<file path="config.mk">
export PLATFORM = sky130hd
export DESIGN_NAME = capture_frame_header_parser_top
export DESIGN_NICKNAME = d
export VERILOG_FILES = /design/src/hdl/cfhp_pkg.sv /design/src/hdl/cfhp_parse.sv /design/src/hdl/capture_frame_header_parser_top.sv
export SDC_FILE = /design/constraint.sdc
export NUM_CORES = 1
export LEC_CHECK = 0
export ABC_AREA = 1
export BUFFER_PORTS_ARGS = -buffer_cell sky130_fd_sc_hd__buf_2
export CAP_MARGIN = 40
export CORE_ASPECT_RATIO = 1.4
export CORE_MARGIN = 3
export CORE_UTILIZATION = 35
export CTS_CLUSTER_SIZE = 8
export DETAILED_ROUTE_END_ITERATION = 10
export PLACE_DENSITY_LB_ADDON = 0.3
export REMOVE_ABC_BUFFERS = 1
export SLEW_MARGIN = 20
export SYNTH_ARGS = -nofsm -noshare
export SYNTH_HDL_FRONTEND = slang
export SYNTH_SLANG_ARGS = --single-unit
</file>
<file path="constraint.sdc">
create_clock -name clk -period 37.7 [get_ports clk]
set_input_delay 7.54 -clock clk [delete_from_list [all_inputs] [get_ports clk]]
set_output_delay 7.54 -clock clk [all_outputs]
set_load 0.02 [all_outputs]
</file>
<file path="src/hdl/cfhp_pkg.sv">
// ----------------------------------------------------------------------------
// cfhp_pkg
// Shared types and constants for the capture frame header parser.
// ----------------------------------------------------------------------------
package cfhp_pkg;

  localparam logic [15:0] MAX_CAPTURE = 16'd65535;

  localparam logic [2:0] LT_NULL   = 3'd0;
  localparam logic [2:0] LT_ETH    = 3'd1;
  localparam logic [2:0] LT_SLL1   = 3'd2;
  localparam logic [2:0] LT_SLL2   = 3'd3;
  localparam logic [2:0] LT_RAW    = 3'd4;
  localparam logic [2:0] LT_RESET  = LT_ETH;

  localparam logic [4:0] NULL_HDR_LEN    = 5'd4;
  localparam logic [4:0] ETH_HDR_LEN     = 5'd14;
  localparam logic [4:0] COOKED1_HDR_LEN = 5'd16;
  localparam logic [4:0] COOKED2_HDR_LEN = 5'd20;
  localparam logic [4:0] RAW_HDR_LEN     = 5'd0;

  localparam logic [15:0] ETHERTYPE_IPV4 = 16'h0800;
  localparam logic [31:0] FAMILY_LE      = 32'h0200_0000;
  localparam logic [31:0] FAMILY_BE      = 32'h0000_0002;
  localparam logic [7:0]  PROTO_TCP      = 8'd6;
  localparam logic [3:0]  IP_VERSION4    = 4'd4;
  localparam logic [6:0]  MIN_HDR_LEN    = 7'd20;
  localparam logic [3:0]  MAX_ADDR_LEN   = 4'd8;
  localparam logic [3:0]  ETH_ADDR_LEN   = 4'd6;

  localparam logic [1:0] ST_DROP = 2'd0;
  localparam logic [1:0] ST_IPV4 = 2'd1;
  localparam logic [1:0] ST_TCP  = 2'd2;

  localparam logic [2:0] REG_LINK_TYPE = 3'd0;

  typedef struct packed {
    logic [1:0]  status;
    logic [47:0] dest_mac;
    logic [63:0] source_link_addr;
    logic [3:0]  source_link_addr_len;
    logic [31:0] source_ip;
    logic [31:0] dest_ip;
    logic [15:0] source_port;
    logic [15:0] dest_port;
    logic [7:0]  payload_start;
    logic [15:0] payload_len;
  } res_t;

endpackage

</file>
<file path="src/hdl/cfhp_parse.sv">
// ----------------------------------------------------------------------------
// cfhp_parse
// Per-frame header state: captures header fields byte by byte and forms the
// verdict for the frame on its last byte.
// ----------------------------------------------------------------------------
module cfhp_parse (
  input  logic              clk,
  input  logic              rst_n,
  input  logic [2:0]        link_type,
  input  logic              byte_fire,
  input  logic [7:0]        data_byte,
  input  logic              frame_end,
  output cfhp_pkg::res_t    res
);
  import cfhp_pkg::*;

  logic [15:0] pos_r, pos_nxt, cap_pos;
  logic [15:0] net_r, net_nxt, cap_net;
  logic [31:0] fam_r, fam_nxt, cap_fam;
  logic [7:0]  vl_r, vl_nxt, cap_vl;
  logic [7:0]  proto_r, proto_nxt, cap_proto;
  logic [3:0]  nib_r, nib_nxt, cap_nib;
  logic [47:0] dmac_r, dmac_nxt, cap_dmac;
  logic [63:0] src_r, src_nxt, cap_src;
  logic [3:0]  alen_r, alen_nxt, cap_alen;
  logic [31:0] ip_r [2];
  logic [31:0] ip_nxt [2];
  logic [31:0] cap_ip [2];
  logic [15:0] port_r [2];
  logic [15:0] port_nxt [2];
  logic [15:0] cap_port [2];

  logic [4:0]  link_len;
  logic        link_ok;

  always_comb begin
    link_ok = 1'b1;
    unique case (link_type)
      LT_NULL: link_len = NULL_HDR_LEN;
      LT_ETH:  link_len = ETH_HDR_LEN;
      LT_SLL1: link_len = COOKED1_HDR_LEN;
      LT_SLL2: link_len = COOKED2_HDR_LEN;
      LT_RAW:  link_len = RAW_HDR_LEN;
      default: begin
        link_len = RAW_HDR_LEN;
        link_ok  = 1'b0;
      end
    endcase
  end

  logic [15:0] p, q, q12, r;
  logic [5:0]  ihl4_cur;
  logic [2:0]  aidx;
  logic        aput;

  always_comb begin
    cap_pos   = pos_r;
    cap_net   = net_r;
    cap_fam   = fam_r;
    cap_vl    = vl_r;
    cap_proto = proto_r;
    cap_nib   = nib_r;
    cap_dmac  = dmac_r;
    cap_src   = src_r;
    cap_alen  = alen_r;
    cap_ip    = ip_r;
    cap_port  = port_r;
    p         = pos_r;
    q         = p - {11'd0, link_len};
    q12       = q - 16'd12;
    ihl4_cur  = {vl_r[3:0], 2'b00};
    r         = q - {10'd0, ihl4_cur};
    aidx      = '0;
    aput      = 1'b0;
    if (byte_fire && (pos_r < MAX_CAPTURE)) begin
      cap_pos = pos_r + 16'd1;
      case (link_type)
        LT_NULL: begin
          if (p < 16'd4) cap_fam = {fam_r[23:0], data_byte};
        end
        LT_ETH: begin
          if (p < 16'd6) begin
            cap_dmac = {dmac_r[39:0], data_byte};
          end else if (p < 16'd12) begin
            aput = 1'b1;
            aidx = 3'(p - 16'd6);
          end else if (p < 16'd14) begin
            cap_net = {net_r[7:0], data_byte};
          end
        end
        LT_SLL1: begin
          if (p == 16'd4) begin
            cap_alen = (data_byte != 8'd0) ? MAX_ADDR_LEN : 4'd0;
          end else if (p == 16'd5) begin
            if (alen_r != MAX_ADDR_LEN)
              cap_alen = (data_byte < 8'd8) ? data_byte[3:0] : MAX_ADDR_LEN;
          end else if (p >= 16'd6 && p < 16'd14) begin
            aput = 1'b1;
            aidx = 3'(p - 16'd6);
          end else if (p == 16'd14 || p == 16'd15) begin
            cap_net = {net_r[7:0], data_byte};
          end
        end
        LT_SLL2: begin
          if (p < 16'd2) begin
            cap_net = {net_r[7:0], data_byte};
          end else if (p == 16'd11) begin
            cap_alen = (data_byte < 8'd8) ? data_byte[3:0] : MAX_ADDR_LEN;
          end else if (p >= 16'd12 && p < 16'd20) begin
            aput = 1'b1;
            aidx = 3'(p - 16'd12);
          end
        end
        default: ;
      endcase
      if (aput)
        cap_src[{3'(3'd7 - aidx), 3'b000} +: 8] = src_r[{3'(3'd7 - aidx), 3'b000} +: 8]
                                                  | data_byte;
      if (link_ok && p >= {11'd0, link_len}) begin
        if (q == 16'd0) begin
          cap_vl = data_byte;
        end else if (q == 16'd9) begin
          cap_proto = data_byte;
        end else if (q >= 16'd12 && q < 16'd20) begin
          cap_ip[q12[2]] = {ip_r[q12[2]][23:0], data_byte};
        end
        if (q >= {9'd0, MIN_HDR_LEN} && {1'b0, ihl4_cur} >= MIN_HDR_LEN
            && q >= {10'd0, ihl4_cur}) begin
          if (r < 16'd4) begin
            cap_port[r[1]] = {port_r[r[1]][7:0], data_byte};
          end else if (r == 16'd12) begin
            cap_nib = data_byte[7:4];
          end
        end
      end
    end
  end

  logic        clr;
  assign clr = byte_fire && frame_end;

  always_comb begin
    pos_nxt     = clr ? '0 : cap_pos;
    net_nxt     = clr ? '0 : cap_net;
    fam_nxt     = clr ? '0 : cap_fam;
    vl_nxt      = clr ? '0 : cap_vl;
    proto_nxt   = clr ? '0 : cap_proto;
    nib_nxt     = clr ? '0 : cap_nib;
    dmac_nxt    = clr ? '0 : cap_dmac;
    src_nxt     = clr ? '0 : cap_src;
    alen_nxt    = clr ? '0 : cap_alen;
    ip_nxt[0]   = clr ? '0 : cap_ip[0];
    ip_nxt[1]   = clr ? '0 : cap_ip[1];
    port_nxt[0] = clr ? '0 : cap_port[0];
    port_nxt[1] = clr ? '0 : cap_port[1];
  end

  always_ff @(posedge clk) begin
    if (!rst_n) begin
      pos_r     <= '0;
      net_r     <= '0;
      fam_r     <= '0;
      vl_r      <= '0;
      proto_r   <= '0;
      nib_r     <= '0;
      dmac_r    <= '0;
      src_r     <= '0;
      alen_r    <= '0;
      ip_r[0]   <= '0;
      ip_r[1]   <= '0;
      port_r[0] <= '0;
      port_r[1] <= '0;
    end else begin
      pos_r     <= pos_nxt;
      net_r     <= net_nxt;
      fam_r     <= fam_nxt;
      vl_r      <= vl_nxt;
      proto_r   <= proto_nxt;
      nib_r     <= nib_nxt;
      dmac_r    <= dmac_nxt;
      src_r     <= src_nxt;
      alen_r    <= alen_nxt;
      ip_r[0]   <= ip_nxt[0];
      ip_r[1]   <= ip_nxt[1];
      port_r[0] <= port_nxt[0];
      port_r[1] <= port_nxt[1];
    end
  end

  logic [16:0] n;
  logic [16:0] hdr;
  logic [5:0]  ihl4;
  logic [6:0]  tcp_at;
  logic [5:0]  doff4;
  logic [7:0]  pay_at;
  logic [3:0]  alen;
  logic [63:0] src_mask;
  logic        link_pass;

  always_comb begin
    n        = {1'b0, cap_pos};
    hdr      = (link_type == LT_RAW) ? 17'd1 : {12'd0, link_len};
    ihl4     = {cap_vl[3:0], 2'b00};
    tcp_at   = {2'd0, link_len} + {1'b0, ihl4};
    doff4    = {cap_nib, 2'b00};
    pay_at   = {1'b0, tcp_at} + {2'd0, doff4};
    src_mask = '0;
    res      = '0;
    alen     = '0;

    if (link_type == LT_NULL)
      link_pass = (cap_fam == FAMILY_BE) || (cap_fam == FAMILY_LE);
    else if (link_type == LT_RAW)
      link_pass = 1'b1;
    else
      link_pass = (cap_net == ETHERTYPE_IPV4);

    if (link_type == LT_ETH)
      alen = ETH_ADDR_LEN;
    else if (link_type == LT_SLL1 || link_type == LT_SLL2)
      alen = (cap_alen > MAX_ADDR_LEN) ? MAX_ADDR_LEN : cap_alen;

    for (int i = 0; i < 8; i++)
      if (4'(i) < alen) src_mask[63 - 8 * i -: 8] = 8'hFF;

    if (link_ok && n >= hdr && link_pass
        && n >= {12'd0, link_len} + {10'd0, MIN_HDR_LEN}
        && cap_vl[7:4] == IP_VERSION4 && {1'b0, ihl4} >= MIN_HDR_LEN
        && n >= {10'd0, tcp_at}) begin
      res.status               = ST_IPV4;
      res.dest_mac             = (link_type == LT_ETH) ? cap_dmac : '0;
      res.source_link_addr     = cap_src & src_mask;
      res.source_link_addr_len = alen;
      res.source_ip            = cap_ip[0];
      res.dest_ip              = cap_ip[1];
      if (cap_proto == PROTO_TCP
          && n >= {10'd0, tcp_at} + {10'd0, MIN_HDR_LEN}
          && {1'b0, doff4} >= MIN_HDR_LEN
          && n >= {9'd0, pay_at}) begin
        res.status        = ST_TCP;
        res.source_port   = cap_port[0];
        res.dest_port     = cap_port[1];
        res.payload_start = pay_at;
        res.payload_len   = 16'(n - {9'd0, pay_at});
      end
    end
  end

endmodule

</file>
<file path="src/hdl/capture_frame_header_parser_top.sv">
// ----------------------------------------------------------------------------
// capture_frame_header_parser_top
// Captured frame header parser with an APB register for the link type.
// The result of a frame is registered on the transfer of its last byte, in
// the output register or, while that is stalled, the skid entry. Throughput:
// one byte per cycle, set by the per-byte field capture; a two-entry output
// buffer raises in_stall only when two results wait. Reset (synchronous)
// clears all frame state and sets link_type to ethernet.
// ----------------------------------------------------------------------------
module capture_frame_header_parser_top (
  input  logic        clk,
  input  logic        rst_n,
  input  logic        psel,
  input  logic        penable,
  input  logic        pwrite,
  input  logic [2:0]  paddr,
  input  logic [31:0] pwdata,
  output logic [31:0] prdata,
  output logic        pready,
  input  logic        in_valid,
  output logic        in_stall,
  input  logic [7:0]  in_data_byte,
  input  logic        in_frame_end,
  output logic        out_valid,
  input  logic        out_stall,
  output logic [1:0]  out_status,
  output logic [47:0] out_dest_mac,
  output logic [63:0] out_source_link_addr,
  output logic [3:0]  out_source_link_addr_len,
  output logic [31:0] out_source_ip,
  output logic [31:0] out_dest_ip,
  output logic [15:0] out_source_port,
  output logic [15:0] out_dest_port,
  output logic [7:0]  out_payload_start,
  output logic [15:0] out_payload_len
);
  import cfhp_pkg::*;

  logic [2:0] link_type_r, link_type_nxt;
  logic       reg_sel;

  assign pready  = 1'b1;
  assign reg_sel = ({paddr[2], 2'b00} == REG_LINK_TYPE);
  assign prdata  = reg_sel ? {29'd0, link_type_r} : '0;

  always_comb begin
    link_type_nxt = link_type_r;
    if (psel && penable && pwrite && pready && reg_sel)
      link_type_nxt = pwdata[2:0];
  end

  always_ff @(posedge clk) begin
    if (!rst_n) begin
      link_type_r <= LT_RESET;
    end else begin
      link_type_r <= link_type_nxt;
    end
  end

  logic  in_fire;
  res_t  res;

  assign in_fire = in_valid && !in_stall;

  cfhp_parse u_parse (
    .clk       (clk),
    .rst_n     (rst_n),
    .link_type (link_type_r),
    .byte_fire (in_fire),
    .data_byte (in_data_byte),
    .frame_end (in_frame_end),
    .res       (res)
  );

  logic  out_valid_r, out_valid_nxt;
  logic  skid_valid_r, skid_valid_nxt;
  res_t  out_r, out_nxt;
  res_t  skid_r, skid_nxt;
  logic  emit;
  logic  out_free;

  assign emit     = in_fire && in_frame_end;
  assign out_free = !out_valid_r || !out_stall;
  assign in_stall = skid_valid_r;

  always_comb begin
    out_valid_nxt  = out_valid_r;
    skid_valid_nxt = skid_valid_r;
    out_nxt        = out_r;
    skid_nxt       = skid_r;
    if (out_free) begin
      if (skid_valid_r) begin
        out_nxt        = skid_r;
        out_valid_nxt  = 1'b1;
        skid_valid_nxt = 1'b0;
      end else begin
        out_nxt       = res;
        out_valid_nxt = emit;
      end
    end else if (emit) begin
      skid_nxt       = res;
      skid_valid_nxt = 1'b1;
    end
  end

  always_ff @(posedge clk) begin
    if (!rst_n) begin
      out_valid_r  <= 1'b0;
      skid_valid_r <= 1'b0;
    end else begin
      out_valid_r  <= out_valid_nxt;
      skid_valid_r <= skid_valid_nxt;
    end
  end

  always_ff @(posedge clk) begin
    out_r  <= out_nxt;
    skid_r <= skid_nxt;
  end

  assign out_valid                = out_valid_r;
  assign out_status               = out_r.status;
  assign out_dest_mac             = out_r.dest_mac;
  assign out_source_link_addr     = out_r.source_link_addr;
  assign out_source_link_addr_len = out_r.source_link_addr_len;
  assign out_source_ip            = out_r.source_ip;
  assign out_dest_ip              = out_r.dest_ip;
  assign out_source_port          = out_r.source_port;
  assign out_dest_port            = out_r.dest_port;
  assign out_payload_start        = out_r.payload_start;
  assign out_payload_len          = out_r.payload_len;

endmodule

</file>
==> summary.txt <==
Place
  • HPWL Detailed: 64.7 mm
  • Port Buffers: 261
  • Gpl congestion: 0.879
  • Place WS: 22240 ps
  • Placed Cells: 5520

Clocking
  • CTS tree: built
  • Clock-pin slew on the worst setup and hold paths: 50 ps
  • Clk_lat worst skew: 710 ps
  • CTS H-tree depth: 3
  • Post_cts resized: 0
  • Clock sinks: 775
  • Hold-fix buffers, CTS: 0
  • CTS root buffer: clkbuf_16
  • Num CTS Buffers: 107
  • CTS Buffer Depth: 3
  • Post-CTS Setup Bufs: 0

Power
  • Max VDD drop: 0.0345 mV
  • Net Switching: 455 uW
  • Register share of total power: 47.5%
  • Combinational power share: 5.6%
  • LEAKAGE: 0.0176 uW
  • Clk network pwr share: 46.9%
  • Cell Pwr Density: 46.3 mW/mm2
  • Switching Fraction: 23.6%
  • Power Total: 1930 uW
  • Cell Int Power: 1470 uW

Setup path
  • Most frequent CP cell: buf_2
  • Crit Path Class: in -> out
  • CP max FO: 4
  • CP endpoint kind: output port
  • Critical path arrival: 7920 ps
  • Setup crit start: paddr[2]
  • Crit-path cells: buf_2 > nor2_1 > buf_2
  • Number of stages on the worst setup path: 3
  • Startpoint Class: input pin
  • Reg2Reg Depth: 45
  • Worst R2R Setup Slack: 29170 ps
  • Critical path's slowest cell: buf_2
  • Critical Path End: prdata[0]
  • Worst path buffer plus inverter count: 2
  • Critical Path RT: 30160 ps
  • Worst r2r dst: out_status[1]
  • CP top delay family: buffers and inverters
  • Critical Path Max Stage Delay: 170 ps
  • FF-to-FF Start: link_type_r[2]

Timing
  • Crit path time final: 15460 ps
  • Hold Fails Final Rpt: 0
  • Fin Setup TNS: 0 ps
  • Final slew viol count: 0
  • Fmax: 64.7 MHz
  • Layout Skew: 57.9 ps
  • RSZ-0062 raised after global routing: false
  • Final setup viols: 0
  • Tcrit/Tclk final: 41.0%
  • Slew margin rel.: 12.3%
  • Final WS setup: 22240 ps
  • Worst-Margin Slew: 1320 ps

Synthesis
  • Xor and xnor area share after synthesis: 0.973%
  • Flops & latches, synth: 775
  • Syn Area/Cell: 8.80 um2
  • Post-synthesis sequential area ratio: 56.5%
  • Largest family of logic cells by synthesized area: simple AND/OR/NAND/NOR gates
  • Synthesized area: 0.0359 mm2
  • Post-Syn Instances: 4073
  • Post-synthesis mux area share: 2.85%
  • Synth Area in Simple Gates: 25.9%
  • Adder-Cell Fraction of Synth Area: 2.04%
  • Compound-Gate Fraction of Synth Area: 4.20%
  • Post-synth top flop: edfxtp_1
  • Ys Warns: 0
  • Largest cells by area after synthesis: edfxtp_1 40%, dfxtp_1 17%, nand2_1 10%
  • Top-area cell type share of the netlist area: 39.7%
  • Yosys cell types: 57
  • Post-synth EDFFs: 474
  • Area leader, netlist: edfxtp_1
  • Ys async rst share: 0%

Global routing
  • Global Route met1 Usage: 22.6%
  • Initial antenna violation count: 9
  • Global route overflow: 0
  • Vias in the first global route: 26700
  • First-pass GRT wire length: 153 mm
  • Met2 global-route usage: 31.4%
  • GR peak layer: met2
  • Pin count of the biggest net entering global routing: 160
  • Gr usage total: 18.2%
  • GR Util met3: 3.06%

Min path
  • Min-delay worst type: reg -> reg

Cells and area
  • Fillcell total: 10100
  • Commonest non-fill, non-tap cell in the layout: nand2_1
  • Post-layout util: 41.1%
  • Final Non-Filler Cells: 5726
  • Area Growth Syn to Fin: 16.3%
  • Most frequent cells in the layout: 988 x nand2_1, 657 x nor2_1, 474 x edfxtp_1
  • Final net count: 4412
  • Layout cell share with drive strength beyond 1: 13.9%

Die
  • Die span in y: 385 um
  • Initial Utilization: 35.4%
  • # rows: 138
  • Ports: 324
  • Die area: 0.106 mm2
  • Chip width: 277 um
  • Core Area: 0.101 mm2

Run status
  • Status: completed

Route
  • Routed WL: 98.4 mm
  • Remaining antenna violation count: 0
  • Vias per cell: 4.77
  • Routed via count: 27300
  • Pre-antenna DRT Iters: 7
  • Routed len/inst: 17.2 um
  • Iter 0 DRT Violations: 1753
  • Number of remaining DRC errors: 0

Job
  • Max-cap viol count: 0
==> power by group through the flow <==
| stage | Combinational (uW) | Clock [uW] | Sequential, uW |
|---|---|---|---|
| after detailed placement | 108 | 0 | 934 |
| final | 107 | 905 | 917 |
| after floorplan | 52.1 | 0 | 949 |
| after global placement | 106 | 0 | 934 |
| after CTS | 109 | 932 | 917 |
| after global routing | 117 | 969 | 917 |
==> per-stage QoR <==
step | hold WS (ps) | area [um2]
3_5_place_dp | 464 | 38400
2_1_floorplan | 447 | 34800
5_1_grt | 501 | 41700
6_report | 476 | 41700
4_1_cts | 472 | 41600
3_3_place_gp | 460 | 38100
==> worst min-delay path by stage <==
stage	start	slack, ps	endpoint	cells after the start
3_5_place_dp	u_parse.net_r[13]	460	u_parse.net_r[13]	2
4_1_cts	u_parse.net_r[13]	470	u_parse.net_r[13]	2
6_report	u_parse.net_r[13]	480	u_parse.net_r[13]	2
2_1_floorplan	u_parse.fam_r[28]	450	u_parse.fam_r[28]	2
5_1_grt	u_parse.net_r[11]	500	u_parse.net_r[11]	2
3_3_place_gp	u_parse.net_r[11]	460	u_parse.net_r[11]	2
==> Yosys cell counts, types with 7 or more instances <==
cell type    n
buf_2       36
or2_2        9
a21oi_1     72
mux2i_1     75
buf_4       49
nor2_4       7
xnor2_1      8
buf_1       27
nand2_1    991
inv_2       20
nand2_2     14
buf_6       13
xor2_1      30
nor3_1      25
nand3_1    289
nor2_2      77
nand4_1     86
clkbuf_1    93
o21ai_0    101
o21ai_1     82
ha_1        52
nor2_1     658
and2_1      15
inv_1      383
dfxtp_1    301
edfxtp_1   474
mux2_2      24
==> metal layers <==
metal / part of all wire [%] / up-vias
li1: - / 13600
met1: 42 / 12800
met2: 49 / 711
met3: 5.5 / 169
met4: 3.5 / 2
met5: 0.014 / -
==> worst min-delay path, stage by stage (launching register included) <==
cell and delay (ps):
dfxtp_1 300, nand2_1 70, a21oi_1 60
==> sequential cells by signal, indices dropped and copies added, names as in the netlist, 32 cells and up <==
signal / cells
u_parse.port_r: 32
out_dest_ip: 32
out_dest_mac: 48
u_parse.fam_r: 32
skid_r: 237
out_source_ip: 32
u_parse.dmac_r: 48
u_parse.src_r: 64
u_parse.ip_r: 64
out_source_link_addr: 64
==> kinds of logic after synthesis <==
kind of cell,after synthesis
adder cells (fa/ha/maj),56
flip-flops,775
AO/OA/AOI/OAI,283
AND/OR/NAND/NOR,2191
buffers and inverters,628
other,2
XOR/XNOR,39
multiplexers,99
==> final cells by class <==
cell class                 count  area, um2  area share, %
inverter                     409       1540           3.70
tap                         1330       1660           3.99
antenna                        4       10.0         0.0240
clock inverter                 7        148          0.354
clock buffer                 189       3020           7.23
multi-input combinational   2699      13100           31.4
sequential                   775      20300           48.6
timing repair buffer         313       1970           4.73
Note: power is estimated with default switching activity, not from simulation.
